==> config.mk <==
export PLATFORM = sky130hd
export DESIGN_NAME = hid_report_button_mapper_top_flat
export DESIGN_NICKNAME = d
export VERILOG_FILES = /design/src/design/hrbm_pkg.sv /design/src/design/hrbm_chan_if.sv /design/src/design/hid_report_button_mapper_top.sv /design/src/design/hrbm_rules.sv /design/src/design/hrbm_tmem.sv /design/src/design/hrbm_rsp_fifo.sv /design/src/flat_wrapper.sv
export VERILOG_INCLUDE_DIRS = /design/src /design/src/design
export SDC_FILE = /design/constraint.sdc
export NUM_CORES = 2
export LEC_CHECK = 0
export BUFFER_PORTS_ARGS = -buffer_cell sky130_fd_sc_hd__buf_2
export CAP_MARGIN = 20
export CORE_ASPECT_RATIO = 0.9
export CORE_MARGIN = 3
export CORE_UTILIZATION = 35
export CTS_CLUSTER_DIAMETER = 120
export CTS_CLUSTER_SIZE = 24
export DETAILED_ROUTE_END_ITERATION = 10
export SLEW_MARGIN = 25
export SYNTH_ARGS = -nofsm -noshare
export SYNTH_HDL_FRONTEND = slang
export SYNTH_HIERARCHICAL = 1
export SYNTH_SLANG_ARGS = --single-unit
==> constraint.sdc <==
create_clock -name clock -period 3.9 [get_ports clock]
set_input_delay 0.585 -clock clock [delete_from_list [all_inputs] [get_ports clock]]
set_output_delay 0.585 -clock clock [all_outputs]
set_load 0.03 [all_outputs]
==> src/design/hid_report_button_mapper_top_defines.svh <==
// assertion macros shared by the button mapper rtl
`ifndef HID_REPORT_BUTTON_MAPPER_TOP_DEFINES_SVH
`define HID_REPORT_BUTTON_MAPPER_TOP_DEFINES_SVH

`ifndef SYNTHESIS

// property that must hold on every clock edge outside reset
`define HRBM_ASSERT(label, clk, rst, prop) \
   label: assert property (@(posedge clk) disable iff (rst) (prop)) \
      else $error("hrbm: assertion failed");

// consequent must hold in the cycle after the antecedent
`define HRBM_ASSERT_NEXT(label, clk, rst, ante, cons) \
   label: assert property (@(posedge clk) disable iff (rst) (ante) |=> (cons)) \
      else $error("hrbm: assertion failed");

`else

`define HRBM_ASSERT(label, clk, rst, prop)
`define HRBM_ASSERT_NEXT(label, clk, rst, ante, cons)

`endif

`endif

==> src/design/hrbm_pkg.sv <==
// shared types and constants of the joypad report button mapper
package hrbm_pkg;

   // rule layout: three 17-bit rules per configuration register
   localparam int RULE_COUNT    = 12;
   localparam int RULE_W        = 17;
   localparam int RULE_POS_W    = 6;
   localparam int RULES_PER_REG = 3;
   localparam int RULE_REGS     = 4;
   localparam int REG_W         = 51;

   // configuration port
   localparam int CSR_IDX_W = 3;
   localparam logic [CSR_IDX_W-1:0] CSR_RULES_A  = 3'd0;
   localparam logic [CSR_IDX_W-1:0] CSR_RULES_B  = 3'd1;
   localparam logic [CSR_IDX_W-1:0] CSR_RULES_C  = 3'd2;
   localparam logic [CSR_IDX_W-1:0] CSR_RULES_D  = 3'd3;
   localparam logic [CSR_IDX_W-1:0] CSR_TRAINING = 3'd4;

   // training mode codes, code 3 behaves as detect
   localparam logic [1:0] TM_OFF    = 2'd0;
   localparam logic [1:0] TM_DETECT = 2'd1;
   localparam logic [1:0] TM_LEARN  = 2'd2;

   // rule test codes, codes 6 and 7 behave as none
   localparam logic [2:0] TEST_NONE  = 3'd0;
   localparam logic [2:0] TEST_GT    = 3'd1;
   localparam logic [2:0] TEST_LT    = 3'd2;
   localparam logic [2:0] TEST_CLEAR = 3'd3;
   localparam logic [2:0] TEST_SET   = 3'd4;
   localparam logic [2:0] TEST_EQ    = 3'd5;

   // result fields
   localparam int FIRST_W = 7;
   localparam logic [FIRST_W-1:0] NO_CHANGE = 7'd64;
   localparam logic [7:0] COUNT_MAX = 8'hFF;
   localparam logic [7:0] MASK_ALL  = 8'hFF;

   // result queue
   localparam int RSP_DEPTH = 4;
   localparam int RSP_PTR_W = 2;
   localparam int RSP_CNT_W = 3;

   // button bits set by each rule: up, down, left, right, four diagonals, fires, start
   localparam logic [7:0] RULE_LUT [RULE_COUNT] = '{
      8'h01, 8'h02, 8'h04, 8'h08, 8'h09, 8'h0A, 8'h06, 8'h05,
      8'h10, 8'h20, 8'h40, 8'h80
   };

   typedef struct packed {
      logic [7:0]            value;
      logic [2:0]            test;
      logic [RULE_POS_W-1:0] pos;
   } rule_type;

   typedef struct packed {
      logic prev_we;
      logic mask_we;
      logic forget;
   } tmem_wr_type;

   typedef struct packed {
      logic [7:0]         buttons;
      logic [7:0]         change_count;
      logic [FIRST_W-1:0] first_change;
   } rsp_type;

endpackage

==> src/design/hrbm_chan_if.sv <==
// valid/ready channel interfaces for report bytes and button results
interface hrbm_req_if;
   logic       valid;
   logic       ready;
   logic       mode;
   logic [7:0] report_byte;
   logic       last_byte;

   modport source (output valid, output mode, output report_byte, output last_byte,
                   input ready);
   modport sink   (input valid, input mode, input report_byte, input last_byte,
                   output ready);
endinterface

interface hrbm_rsp_if;
   logic       valid;
   logic       ready;
   logic [7:0] buttons;
   logic [7:0] change_count;
   logic [6:0] first_change;

   modport source (output valid, output buttons, output change_count, output first_change,
                   input ready);
   modport sink   (input valid, input buttons, input change_count, input first_change,
                   output ready);
endinterface

==> src/design/hid_report_button_mapper_top.sv <==
// joypad report button mapper: rules, change tracking and result queue
//
//  channel   dir  transfer unit              payload
//  req_ch    in   one report byte or cmd     mode, report_byte, last_byte
//  rsp_ch    out  one result per report      buttons, change_count, first_change
//  csr_*     in   one register write         csr_index, csr_wdata
//
//  one byte is taken every cycle while req_ch is ready; a result is pushed into the
//  queue from the tracking stage, after the registered read of the training memories.
//  req_ch stalls only while the four-entry result queue plus the result in the
//  tracking stage would fill it.
//  synchronous reset; no clearing pass, the change mask uses a fill count.
//  a report byte rewritten at the same position on the next cycle is forwarded.
`include "hid_report_button_mapper_top_defines.svh"

module hid_report_button_mapper_top import hrbm_pkg::*; #(
   parameter int MAX_REPORT_BYTES = 64
) (
   input  logic                 clock,
   input  logic                 reset,
   hrbm_req_if.sink             req_ch,
   hrbm_rsp_if.source           rsp_ch,
   input  logic                 csr_we,
   input  logic [CSR_IDX_W-1:0] csr_index,
   input  logic [REG_W-1:0]     csr_wdata
);

   localparam int POS_W  = $clog2(MAX_REPORT_BYTES + 1);
   localparam int ADDR_W = $clog2(MAX_REPORT_BYTES);

   // configuration
   logic [RULE_REGS-1:0][REG_W-1:0] rules_ff;
   logic [1:0]                      training_ff;
   logic                            forget;

   // first stage
   logic [POS_W-1:0]   pos_ff;
   logic [POS_W-1:0]   pos_in;
   logic               in_range;
   logic               acc;
   logic               byte_acc;
   logic               rd_en;
   logic [7:0]         rule_hits;

   // tracking stage
   logic               s2_valid_ff;
   logic               s2_mode_ff;
   logic               s2_last_ff;
   logic               s2_in_range_ff;
   logic [7:0]         s2_byte_ff;
   logic [POS_W-1:0]   s2_pos_ff;
   logic [7:0]         s2_hits_ff;
   logic               s2_result;

   // tracking state
   logic [7:0]         partial_ff;
   logic [7:0]         partial_in;
   logic               changed_ff;
   logic               changed_in;
   logic [7:0]         seen_ff;
   logic [7:0]         seen_in;
   logic [FIRST_W-1:0] first_ff;
   logic [FIRST_W-1:0] first_in;
   logic               mask_ready_ff;
   logic               mask_ready_in;

   // training memory path
   tmem_wr_type        tmem_wr;
   logic [7:0]         prev_q;
   logic [7:0]         mask_q;
   logic [7:0]         diff;
   logic [7:0]         mask_new;
   logic               training_on;
   logic               learn;
   logic               track;
   logic               byte_changed;

   // result path
   logic               push;
   rsp_type            push_data;
   logic [RSP_CNT_W-1:0] fifo_count;

   // configuration writes
   assign forget = csr_we && (csr_index == CSR_TRAINING) && (csr_wdata[1:0] == TM_OFF);

   always_ff @(posedge clock) begin
      if (reset) begin
         rules_ff    <= '0;
         training_ff <= TM_OFF;
      end else if (csr_we) begin
         unique case (csr_index)
            CSR_RULES_A:  rules_ff[0] <= csr_wdata;
            CSR_RULES_B:  rules_ff[1] <= csr_wdata;
            CSR_RULES_C:  rules_ff[2] <= csr_wdata;
            CSR_RULES_D:  rules_ff[3] <= csr_wdata;
            CSR_TRAINING: training_ff <= csr_wdata[1:0];
            default: ;
         endcase
      end
   end

   // input handshake: room for every result that can still arrive
   assign s2_result    = s2_valid_ff && !s2_mode_ff && s2_last_ff;
   assign req_ch.ready = (fifo_count + RSP_CNT_W'(s2_result)) < RSP_CNT_W'(RSP_DEPTH);
   assign acc          = req_ch.valid && req_ch.ready;
   assign byte_acc     = acc && !req_ch.mode;
   assign in_range     = pos_ff < POS_W'(MAX_REPORT_BYTES);
   assign rd_en        = byte_acc && in_range;

   // byte position, saturating past the last stored byte
   always_comb begin
      pos_in = pos_ff;
      if (byte_acc) begin
         if (req_ch.last_byte) begin
            pos_in = '0;
         end else if (in_range) begin
            pos_in = pos_ff + POS_W'(1);
         end
      end
   end

   hrbm_rules #(
      .POS_W (POS_W)
   ) u_rules (
      .rule_regs   (rules_ff),
      .pos         (pos_ff),
      .report_byte (req_ch.report_byte),
      .hits        (rule_hits)
   );

   // first stage registers
   always_ff @(posedge clock) begin
      if (reset) begin
         pos_ff      <= '0;
         s2_valid_ff <= 1'b0;
      end else begin
         pos_ff      <= pos_in;
         s2_valid_ff <= acc;
      end
   end

   always_ff @(posedge clock) begin
      s2_mode_ff     <= req_ch.mode;
      s2_last_ff     <= req_ch.last_byte;
      s2_in_range_ff <= in_range;
      s2_byte_ff     <= req_ch.report_byte;
      s2_pos_ff      <= pos_ff;
      s2_hits_ff     <= in_range ? rule_hits : 8'h00;
   end

   hrbm_tmem #(
      .DEPTH (MAX_REPORT_BYTES)
   ) u_tmem (
      .clock   (clock),
      .reset   (reset),
      .rd_en   (rd_en),
      .rd_addr (pos_ff[ADDR_W-1:0]),
      .wr      (tmem_wr),
      .wr_prev (s2_byte_ff),
      .wr_mask (mask_new),
      .prev_q  (prev_q),
      .mask_q  (mask_q)
   );

   // change detection against the previous report, mask learned first
   assign training_on  = training_ff != TM_OFF;
   assign learn        = training_ff == TM_LEARN;
   assign track        = s2_valid_ff && !s2_mode_ff && s2_in_range_ff && training_on;
   assign diff         = s2_byte_ff ^ prev_q;
   assign mask_new     = (learn && mask_ready_ff) ? (mask_q & ~diff) : mask_q;
   assign byte_changed = track && mask_ready_ff && ((diff & mask_new) != 8'h00);

   assign tmem_wr.prev_we = track;
   assign tmem_wr.mask_we = track && mask_ready_ff;
   assign tmem_wr.forget  = forget;

   // report-level tracking and result assembly
   always_comb begin
      logic [7:0]         bits_all;
      logic               changed_now;
      logic [FIRST_W-1:0] first_now;
      logic [7:0]         seen_now;

      bits_all      = partial_ff | s2_hits_ff;
      changed_now   = changed_ff || byte_changed;
      first_now     = first_ff;
      seen_now      = seen_ff;
      partial_in    = partial_ff;
      changed_in    = changed_ff;
      seen_in       = seen_ff;
      first_in      = first_ff;
      mask_ready_in = mask_ready_ff;
      push          = 1'b0;

      if (byte_changed && (first_ff == NO_CHANGE) && (32'(s2_pos_ff) < 32'(NO_CHANGE))) begin
         first_now = FIRST_W'(s2_pos_ff);
      end

      if (s2_valid_ff) begin
         if (s2_mode_ff) begin
            first_in   = NO_CHANGE;
            seen_in    = 8'h00;
            changed_in = 1'b0;
         end else if (s2_last_ff) begin
            if (training_on) begin
               if (mask_ready_ff) begin
                  if (changed_now && (seen_ff != COUNT_MAX)) begin
                     seen_now = seen_ff + 8'd1;
                  end
               end else begin
                  mask_ready_in = 1'b1;
               end
            end
            partial_in = 8'h00;
            changed_in = 1'b0;
            seen_in    = seen_now;
            first_in   = first_now;
            push       = 1'b1;
         end else begin
            partial_in = bits_all;
            changed_in = changed_now;
            first_in   = first_now;
         end
      end

      if (forget) begin
         mask_ready_in = 1'b0;
         changed_in    = 1'b0;
      end

      push_data.buttons      = bits_all;
      push_data.change_count = seen_now;
      push_data.first_change = first_now;
   end

   always_ff @(posedge clock) begin
      if (reset) begin
         partial_ff    <= 8'h00;
         changed_ff    <= 1'b0;
         seen_ff       <= 8'h00;
         first_ff      <= '0;
         mask_ready_ff <= 1'b0;
      end else begin
         partial_ff    <= partial_in;
         changed_ff    <= changed_in;
         seen_ff       <= seen_in;
         first_ff      <= first_in;
         mask_ready_ff <= mask_ready_in;
      end
   end

   hrbm_rsp_fifo u_rsp_fifo (
      .clock     (clock),
      .reset     (reset),
      .push      (push),
      .push_data (push_data),
      .count     (fifo_count),
      .rsp_ch    (rsp_ch)
   );

   // a result leaving the tracking stage always finds queue room
   `HRBM_ASSERT(a_rsp_room, clock, reset, s2_result |-> (fifo_count < RSP_CNT_W'(RSP_DEPTH)))

   // the last byte of a report restarts the position
   `HRBM_ASSERT_NEXT(a_pos_wrap, clock, reset, byte_acc && req_ch.last_byte, pos_ff == '0)

   // a detection reset clears the count and the first change
   `HRBM_ASSERT_NEXT(a_det_reset, clock, reset, s2_valid_ff && s2_mode_ff,
                     (seen_ff == 8'h00) && (first_ff == NO_CHANGE))

endmodule

==> src/design/hrbm_rules.sv <==
// twelve parallel rule matchers for one report byte
module hrbm_rules import hrbm_pkg::*; #(
   parameter int POS_W = 7
) (
   input  logic [RULE_REGS-1:0][REG_W-1:0] rule_regs,
   input  logic [POS_W-1:0]                pos,
   input  logic [7:0]                      report_byte,
   output logic [7:0]                      hits
);

   localparam int CMP_W = (POS_W > RULE_POS_W) ? POS_W : RULE_POS_W;

   logic [RULE_COUNT-1:0] rule_hit;

   // one matcher per rule
   for (genvar k = 0; k < RULE_COUNT; k++) begin : g_rule
      localparam int RegIdx = k / RULES_PER_REG;
      localparam int Lsb    = (k % RULES_PER_REG) * RULE_W;

      rule_type rule;
      logic     pos_match;
      logic     test_hit;

      assign rule      = rule_type'(rule_regs[RegIdx][Lsb +: RULE_W]);
      assign pos_match = CMP_W'(rule.pos) == CMP_W'(pos);

      always_comb begin
         unique case (rule.test)
            TEST_GT:    test_hit = report_byte > rule.value;
            TEST_LT:    test_hit = report_byte < rule.value;
            TEST_CLEAR: test_hit = (report_byte & rule.value) == 8'h00;
            TEST_SET:   test_hit = (report_byte & rule.value) != 8'h00;
            TEST_EQ:    test_hit = report_byte == rule.value;
            default:    test_hit = 1'b0;
         endcase
      end

      assign rule_hit[k] = pos_match && test_hit;
   end

   // merge matched rules into button bits
   always_comb begin
      hits = 8'h00;
      for (int k = 0; k < RULE_COUNT; k++) begin
         if (rule_hit[k]) begin
            hits = hits | RULE_LUT[k];
         end
      end
   end

endmodule

==> src/design/hrbm_tmem.sv <==
// previous-report and change-mask memories with write forwarding
module hrbm_tmem import hrbm_pkg::*; #(
   parameter  int DEPTH  = 64,
   localparam int ADDR_W = $clog2(DEPTH),
   localparam int FILL_W = $clog2(DEPTH + 1)
) (
   input  logic              clock,
   input  logic              reset,
   input  logic              rd_en,
   input  logic [ADDR_W-1:0] rd_addr,
   input  tmem_wr_type       wr,
   input  logic [7:0]        wr_prev,
   input  logic [7:0]        wr_mask,
   output logic [7:0]        prev_q,
   output logic [7:0]        mask_q
);

   logic [7:0]        prev_mem_ff [DEPTH];
   logic [7:0]        mask_mem_ff [DEPTH];
   logic [7:0]        prev_rd_ff;
   logic [7:0]        mask_rd_ff;
   logic [ADDR_W-1:0] addr_ff;
   logic [7:0]        fwd_prev_ff;
   logic [7:0]        fwd_mask_ff;
   logic              fwd_prev_hit_ff;
   logic              fwd_prev_hit_in;
   logic              fwd_mask_hit_ff;
   logic              fwd_mask_hit_in;
   logic [FILL_W-1:0] fill_ff;
   logic [FILL_W-1:0] fill_in;
   logic [FILL_W-1:0] wr_end;
   logic              mask_valid;

   // read port in the first stage, write-back at the registered address
   always_ff @(posedge clock) begin
      if (rd_en) begin
         prev_rd_ff <= prev_mem_ff[rd_addr];
         mask_rd_ff <= mask_mem_ff[rd_addr];
      end
      if (wr.prev_we) begin
         prev_mem_ff[addr_ff] <= wr_prev;
      end
      if (wr.mask_we) begin
         mask_mem_ff[addr_ff] <= wr_mask;
      end
      addr_ff     <= rd_addr;
      fwd_prev_ff <= wr_prev;
      fwd_mask_ff <= wr_mask;
   end

   // mask entries are written as a prefix from position zero, so a fill count
   // stands in for the all-ones reset
   assign wr_end          = FILL_W'(addr_ff) + FILL_W'(1);
   assign fwd_prev_hit_in = rd_en && wr.prev_we && (rd_addr == addr_ff);
   assign fwd_mask_hit_in = rd_en && wr.mask_we && (rd_addr == addr_ff);

   always_comb begin
      fill_in = fill_ff;
      if (wr.forget) begin
         fill_in = '0;
      end else if (wr.mask_we && (wr_end > fill_ff)) begin
         fill_in = wr_end;
      end
   end

   always_ff @(posedge clock) begin
      if (reset) begin
         fill_ff         <= '0;
         fwd_prev_hit_ff <= 1'b0;
         fwd_mask_hit_ff <= 1'b0;
      end else begin
         fill_ff         <= fill_in;
         fwd_prev_hit_ff <= fwd_prev_hit_in;
         fwd_mask_hit_ff <= fwd_mask_hit_in;
      end
   end

   // read data with forwarding of a same-entry write-back
   assign mask_valid = FILL_W'(addr_ff) < fill_ff;
   assign prev_q     = fwd_prev_hit_ff ? fwd_prev_ff : prev_rd_ff;

   always_comb begin
      if (fwd_mask_hit_ff) begin
         mask_q = fwd_mask_ff;
      end else if (mask_valid) begin
         mask_q = mask_rd_ff;
      end else begin
         mask_q = MASK_ALL;
      end
   end

endmodule

==> src/design/hrbm_rsp_fifo.sv <==
// small result queue between the tracking stage and the result channel
module hrbm_rsp_fifo import hrbm_pkg::*; (
   input  logic                 clock,
   input  logic                 reset,
   input  logic                 push,
   input  rsp_type              push_data,
   output logic [RSP_CNT_W-1:0] count,
   hrbm_rsp_if.source           rsp_ch
);

   rsp_type                entry_ff [RSP_DEPTH];
   rsp_type                head;
   logic [RSP_PTR_W-1:0]   wr_ptr_ff;
   logic [RSP_PTR_W-1:0]   rd_ptr_ff;
   logic [RSP_CNT_W-1:0]   count_ff;
   logic [RSP_CNT_W-1:0]   count_in;
   logic                   pop;

   assign pop = rsp_ch.valid && rsp_ch.ready;

   // storage
   always_ff @(posedge clock) begin
      if (push) begin
         entry_ff[wr_ptr_ff] <= push_data;
      end
   end

   // pointers and fill level
   always_comb begin
      count_in = count_ff;
      if (push && !pop) begin
         count_in = count_ff + RSP_CNT_W'(1);
      end else if (pop && !push) begin
         count_in = count_ff - RSP_CNT_W'(1);
      end
   end

   always_ff @(posedge clock) begin
      if (reset) begin
         wr_ptr_ff <= '0;
         rd_ptr_ff <= '0;
         count_ff  <= '0;
      end else begin
         if (push) begin
            wr_ptr_ff <= wr_ptr_ff + RSP_PTR_W'(1);
         end
         if (pop) begin
            rd_ptr_ff <= rd_ptr_ff + RSP_PTR_W'(1);
         end
         count_ff <= count_in;
      end
   end

   // head of queue drives the channel
   assign head                = entry_ff[rd_ptr_ff];
   assign count               = count_ff;
   assign rsp_ch.valid        = count_ff != '0;
   assign rsp_ch.buttons      = head.buttons;
   assign rsp_ch.change_count = head.change_count;
   assign rsp_ch.first_change = head.first_change;

endmodule
==> src/flat_wrapper.sv <==
// flat-port wrapper written by rule: the top's interface ports become plain ports
module hid_report_button_mapper_top_flat import hrbm_pkg::*;
#(
   parameter int MAX_REPORT_BYTES = 64
)
  (clock, reset, csr_we, csr_index, csr_wdata, req_ch_valid, req_ch_mode, req_ch_report_byte, req_ch_last_byte, req_ch_ready, rsp_ch_valid, rsp_ch_buttons, rsp_ch_change_count, rsp_ch_first_change, rsp_ch_ready);
  hrbm_req_if req_ch_i ();
  hrbm_rsp_if rsp_ch_i ();
  input  logic clock;
  input  logic reset;
  input  logic csr_we;
  input  logic [CSR_IDX_W-1:0] csr_index;
  input  logic [REG_W-1:0] csr_wdata;
  input wire logic [$bits(req_ch_i.valid)-1:0] req_ch_valid;
  input wire logic [$bits(req_ch_i.mode)-1:0] req_ch_mode;
  input wire logic [$bits(req_ch_i.report_byte)-1:0] req_ch_report_byte;
  input wire logic [$bits(req_ch_i.last_byte)-1:0] req_ch_last_byte;
  output wire logic [$bits(req_ch_i.ready)-1:0] req_ch_ready;
  output wire logic [$bits(rsp_ch_i.valid)-1:0] rsp_ch_valid;
  output wire logic [$bits(rsp_ch_i.buttons)-1:0] rsp_ch_buttons;
  output wire logic [$bits(rsp_ch_i.change_count)-1:0] rsp_ch_change_count;
  output wire logic [$bits(rsp_ch_i.first_change)-1:0] rsp_ch_first_change;
  input wire logic [$bits(rsp_ch_i.ready)-1:0] rsp_ch_ready;
  assign req_ch_i.valid = req_ch_valid;
  assign req_ch_i.mode = req_ch_mode;
  assign req_ch_i.report_byte = req_ch_report_byte;
  assign req_ch_i.last_byte = req_ch_last_byte;
  assign req_ch_ready = req_ch_i.ready;
  assign rsp_ch_valid = rsp_ch_i.valid;
  assign rsp_ch_buttons = rsp_ch_i.buttons;
  assign rsp_ch_change_count = rsp_ch_i.change_count;
  assign rsp_ch_first_change = rsp_ch_i.first_change;
  assign rsp_ch_i.ready = rsp_ch_ready;
  hid_report_button_mapper_top #(.MAX_REPORT_BYTES(MAX_REPORT_BYTES)) u_core (.clock(clock), .reset(reset), .req_ch(req_ch_i), .rsp_ch(rsp_ch_i), .csr_we(csr_we), .csr_index(csr_index), .csr_wdata(csr_wdata));
endmodule
==> qor.json <==
{
  "outcome": "finished clean",
  "placement_stage_cell_area_mm2": 0.0645,
  "crit_path_frequent_cell": "o21a_1",
  "design_area_mm2": 0.0665,
  "mean_number_of_vias_per_cell": 5.38,
  "path_clk_slew_ns": 0.10,
  "die_x_um": 443,
  "first_global_vias": 34455,
  "finalMaxSlewViolations": 0,
  "crit_required_ns": 4.33,
  "ys_types": 79,
  "gp_routability_congestion": 0.860,
  "area.growth.synth_to_final_pct": 10.4,
  "multi_input_gate_area_mm2": 0.0187,
  "layout.area.seq_mm2": 0.0401,
  "crit_path_top_delay_cell": "and4_1",
  "internal_power_mw": 20.9,
  "placement_rows": 143,
  "numClockSinks": 1437,
  "grt_util_all_layers_pct": 17.5,
  "worstPathMaxFanout": 13,
  "detailroute.via_count": 34999,
  "cts_tree": "done",
  "layout_commonest_cell": "edfxtp_1",
  "die_outline_area_mm2": 0.177,
  "cts_repair_resize_count": 0,
  "drt.antenna.violating_nets": 0,
  "synth_warnings": 6,
  "die-height_um": 399,
  "drive_above_1_share_pct": 17.2,
  "period_share_pct": 82.3,
  "p_sw_share_pct": 23.3,
  "synth_async_sr_flop_share_pct": 0,
  "rsz0062_at_grt": "false",
  "cap_viol_max_count": 0,
  "post-layout-total-power_mw": 27.2,
  "clock-skew-final_ns": 0.0402,
  "synth.yosys.seq_area_share_pct": 66.6,
  "critPathArrivalTime_ns": 3.63,
  "clkPwrFrac_pct": 29.8,
  "boundaryPins": 94,
  "holdBufCountCts": 1,
  "postSynthRegisterBits": 1437,
  "powerDensity_mw_per_mm2": 410,
  "clock.fmax_mhz": 312,
  "drt_total_wl_mm": 157,
  "cts_htree_levels": 3,
  "synth_enable_flop_cells": 1132,
  "initial_antenna_violation_count": 11,
  "cts.repair_timing.setup_buffer_count": 0,
  "critPathMaxStageDelay_ns": 0.47,
  "synth_nets": 4318,
  "grt_max_degree": 191,
  "worst_setup_path_start_kind": "flop",
  "critical_path_cell_count": 11,
  "post_synth_instance_area_mm2": 0.0602,
  "final_cell_mix": "edfxtp_1, nand2_1, a21oi_1, dfxtp_1, mux4_2",
  "critical_path.top_delay_family": "compound AO/OA/AOI/OAI gates",
  "drtPass1Iterations": 6,
  "ir_drop_uv": 363,
  "place.detailed.hpwl_mm": 102,
  "reg2regPathDepth": 11,
  "worst_slew_pin_slew_ns": 1.04,
  "cts_buffer_depth": 3,
  "wire_length_of_the_first_global_routing_pass_mm": 234,
  "port_buffers": 93,
  "final-hold-violation-count": 0,
  "hp-class": "input pin to flop",
  "worstPathBufferInverterCount": 1,
  "worstSkewPairLatency_ns": 0.71,
  "fillCellCount": 15605,
  "syn_area_per_cell_um2": 14.9,
  "avgRoutedWirePerCell_um": 24.1,
  "hold-path-cell-count": 1,
  "comb_power_share_pct": 9.0,
  "synthesis.instances": 4035,
  "timing.setup.critical_path_class": "flop to flop",
  "nets": 4498,
  "cts_buffers": 69,
  "route.detailed.drc": 0,
  "timing.final.crit_period_ns": 3.21,
  "drt_iter0_drc": 3591,
  "timing.slew.headroom_pct": 30.3,
  "clock_tree.root_cell": "clkbuf_16",
  "worst_setup_path_end_kind": "flop",
  "grt.overflow.total": 0,
  "initial_core_util_pct": 35.5,
  "synth_ff_type": "edfxtp_1",
  "power.leakage_nw": 22.5,
  "power.share.sequential_pct": 61.2,
  "net-switching-power_mw": 6.34,
  "floorplan.core_area_mm2": 0.170,
  "crit_chain": "inv_1 > ha_1 > nor2b_1 > o21a_1 > o21a_1 > o21ai_1 > a21oi_1 > a22oi_1 > nand4_1 > and4_1 > a21o_1",
  "finalSetupViolations": 0
}
registers in the layout, indices dropped and copies added (netlist names), 7 cells and up, named ones only:
signal and count:
u_core/u_tmem/fill_ff 7, u_core/u_tmem/mask_mem_ff 512, u_core/u_tmem/fwd_prev_ff 8, u_core/s2_hits_ff 8, u_core/s2_pos_ff 7, u_core/u_tmem/fwd_mask_ff 8
u_core/s2_byte_ff 8, u_core/u_tmem/prev_rd_ff 8, u_core/rules_ff 204, u_core/partial_ff 8, u_core/pos_ff 7, u_core/u_tmem/mask_rd_ff 8
u_core/u_rsp_fifo/entry_ff 92, u_core/seen_ff 8, u_core/u_tmem/prev_mem_ff 512, u_core/first_ff 7
final cells by class:
type                    instances  share of cell area, %
diodes                          6                 0.0226
repair buffers                316                   3.50
multi-input cells            2261                   28.2
clock buffers                  97                   2.77
flip-flops and latches       1437                   60.4
clock inverters                 7                  0.154
inverters                     130                  0.734
well taps                    2247                   4.23
per-stage QoR:
stage,hold slack [ns],worst slack [ns],setup TNS (ns),util [%],std cells
global route,0.0196,0.381,0,39.1,6496
floorplan,0.397,-0.162,-41.52,-,4035
finish,0.0690,0.692,0,39.1,6501
global placement,0.440,0.646,0,38.0,6390
CTS,0.00890,0.727,0,39.1,6495
detailed placement,0.447,0.650,0,38.0,6390
Yosys cell counts (all sizes together) (37+ instances only):
master	instances	area share, %
nor2b	50	0.52
xnor2	43	0.63
inv	130	0.81
buf	90	1.0
a21oi	305	2.5
dfxtp	305	10
nor4	51	0.58
nor2	191	1.2
xor2	56	0.81
mux2i	46	0.76
mux4	267	10
nand2	509	3.2
o21ai	37	0.31
edfxtp	1132	56
o22ai	75	0.78
clkbuf	117	0.73
nand3	45	0.37
ha	213	4.4
metal layers:
layer  global-route usage, %  wire length [um]
met4                    3.55              2990
met1                    25.2             69700
met2                    28.0             73500
met5                       0                23
met3                    2.88             10700
power by group through the flow:
stage | Sequential, mW | Clock [mW] | Combinational (mW)
final | 16.7 | 8.12 | 2.44
after CTS | 16.7 | 8.37 | 2.49
after global placement | 17.0 | 0 | 2.46
after floorplan | 17.0 | 0 | 1.69
after detailed placement | 17.0 | 0 | 2.48
after global routing | 16.7 | 8.89 | 2.65
cell families after synthesis:
group	share of synthesized area, %
adder cells (fa/ha/maj)	4.46
multiplexers	11.2
flip-flops	66.6
XOR/XNOR	1.44
AND/OR/NAND/NOR	7.76
buffers and inverters	2.57
AO/OA/AOI/OAI	6.01
final timing paths:
check / slack, ns / end / startpoint
max reg2reg: 0.69 / u_core/u_rsp_fifo/entry_ff[1][1] / u_core/u_tmem/fill_ff[1]
max: 0.69 / u_core/u_rsp_fifo/entry_ff[1][1] / u_core/u_tmem/fill_ff[1]
min: 0.07 / u_core/s2_last_ff / req_ch_last_byte
min reg2reg: 0.46 / u_core/u_tmem/fill_ff[3] / u_core/u_tmem/fill_ff[3]
Note: power is estimated with default switching activity, not from simulation.
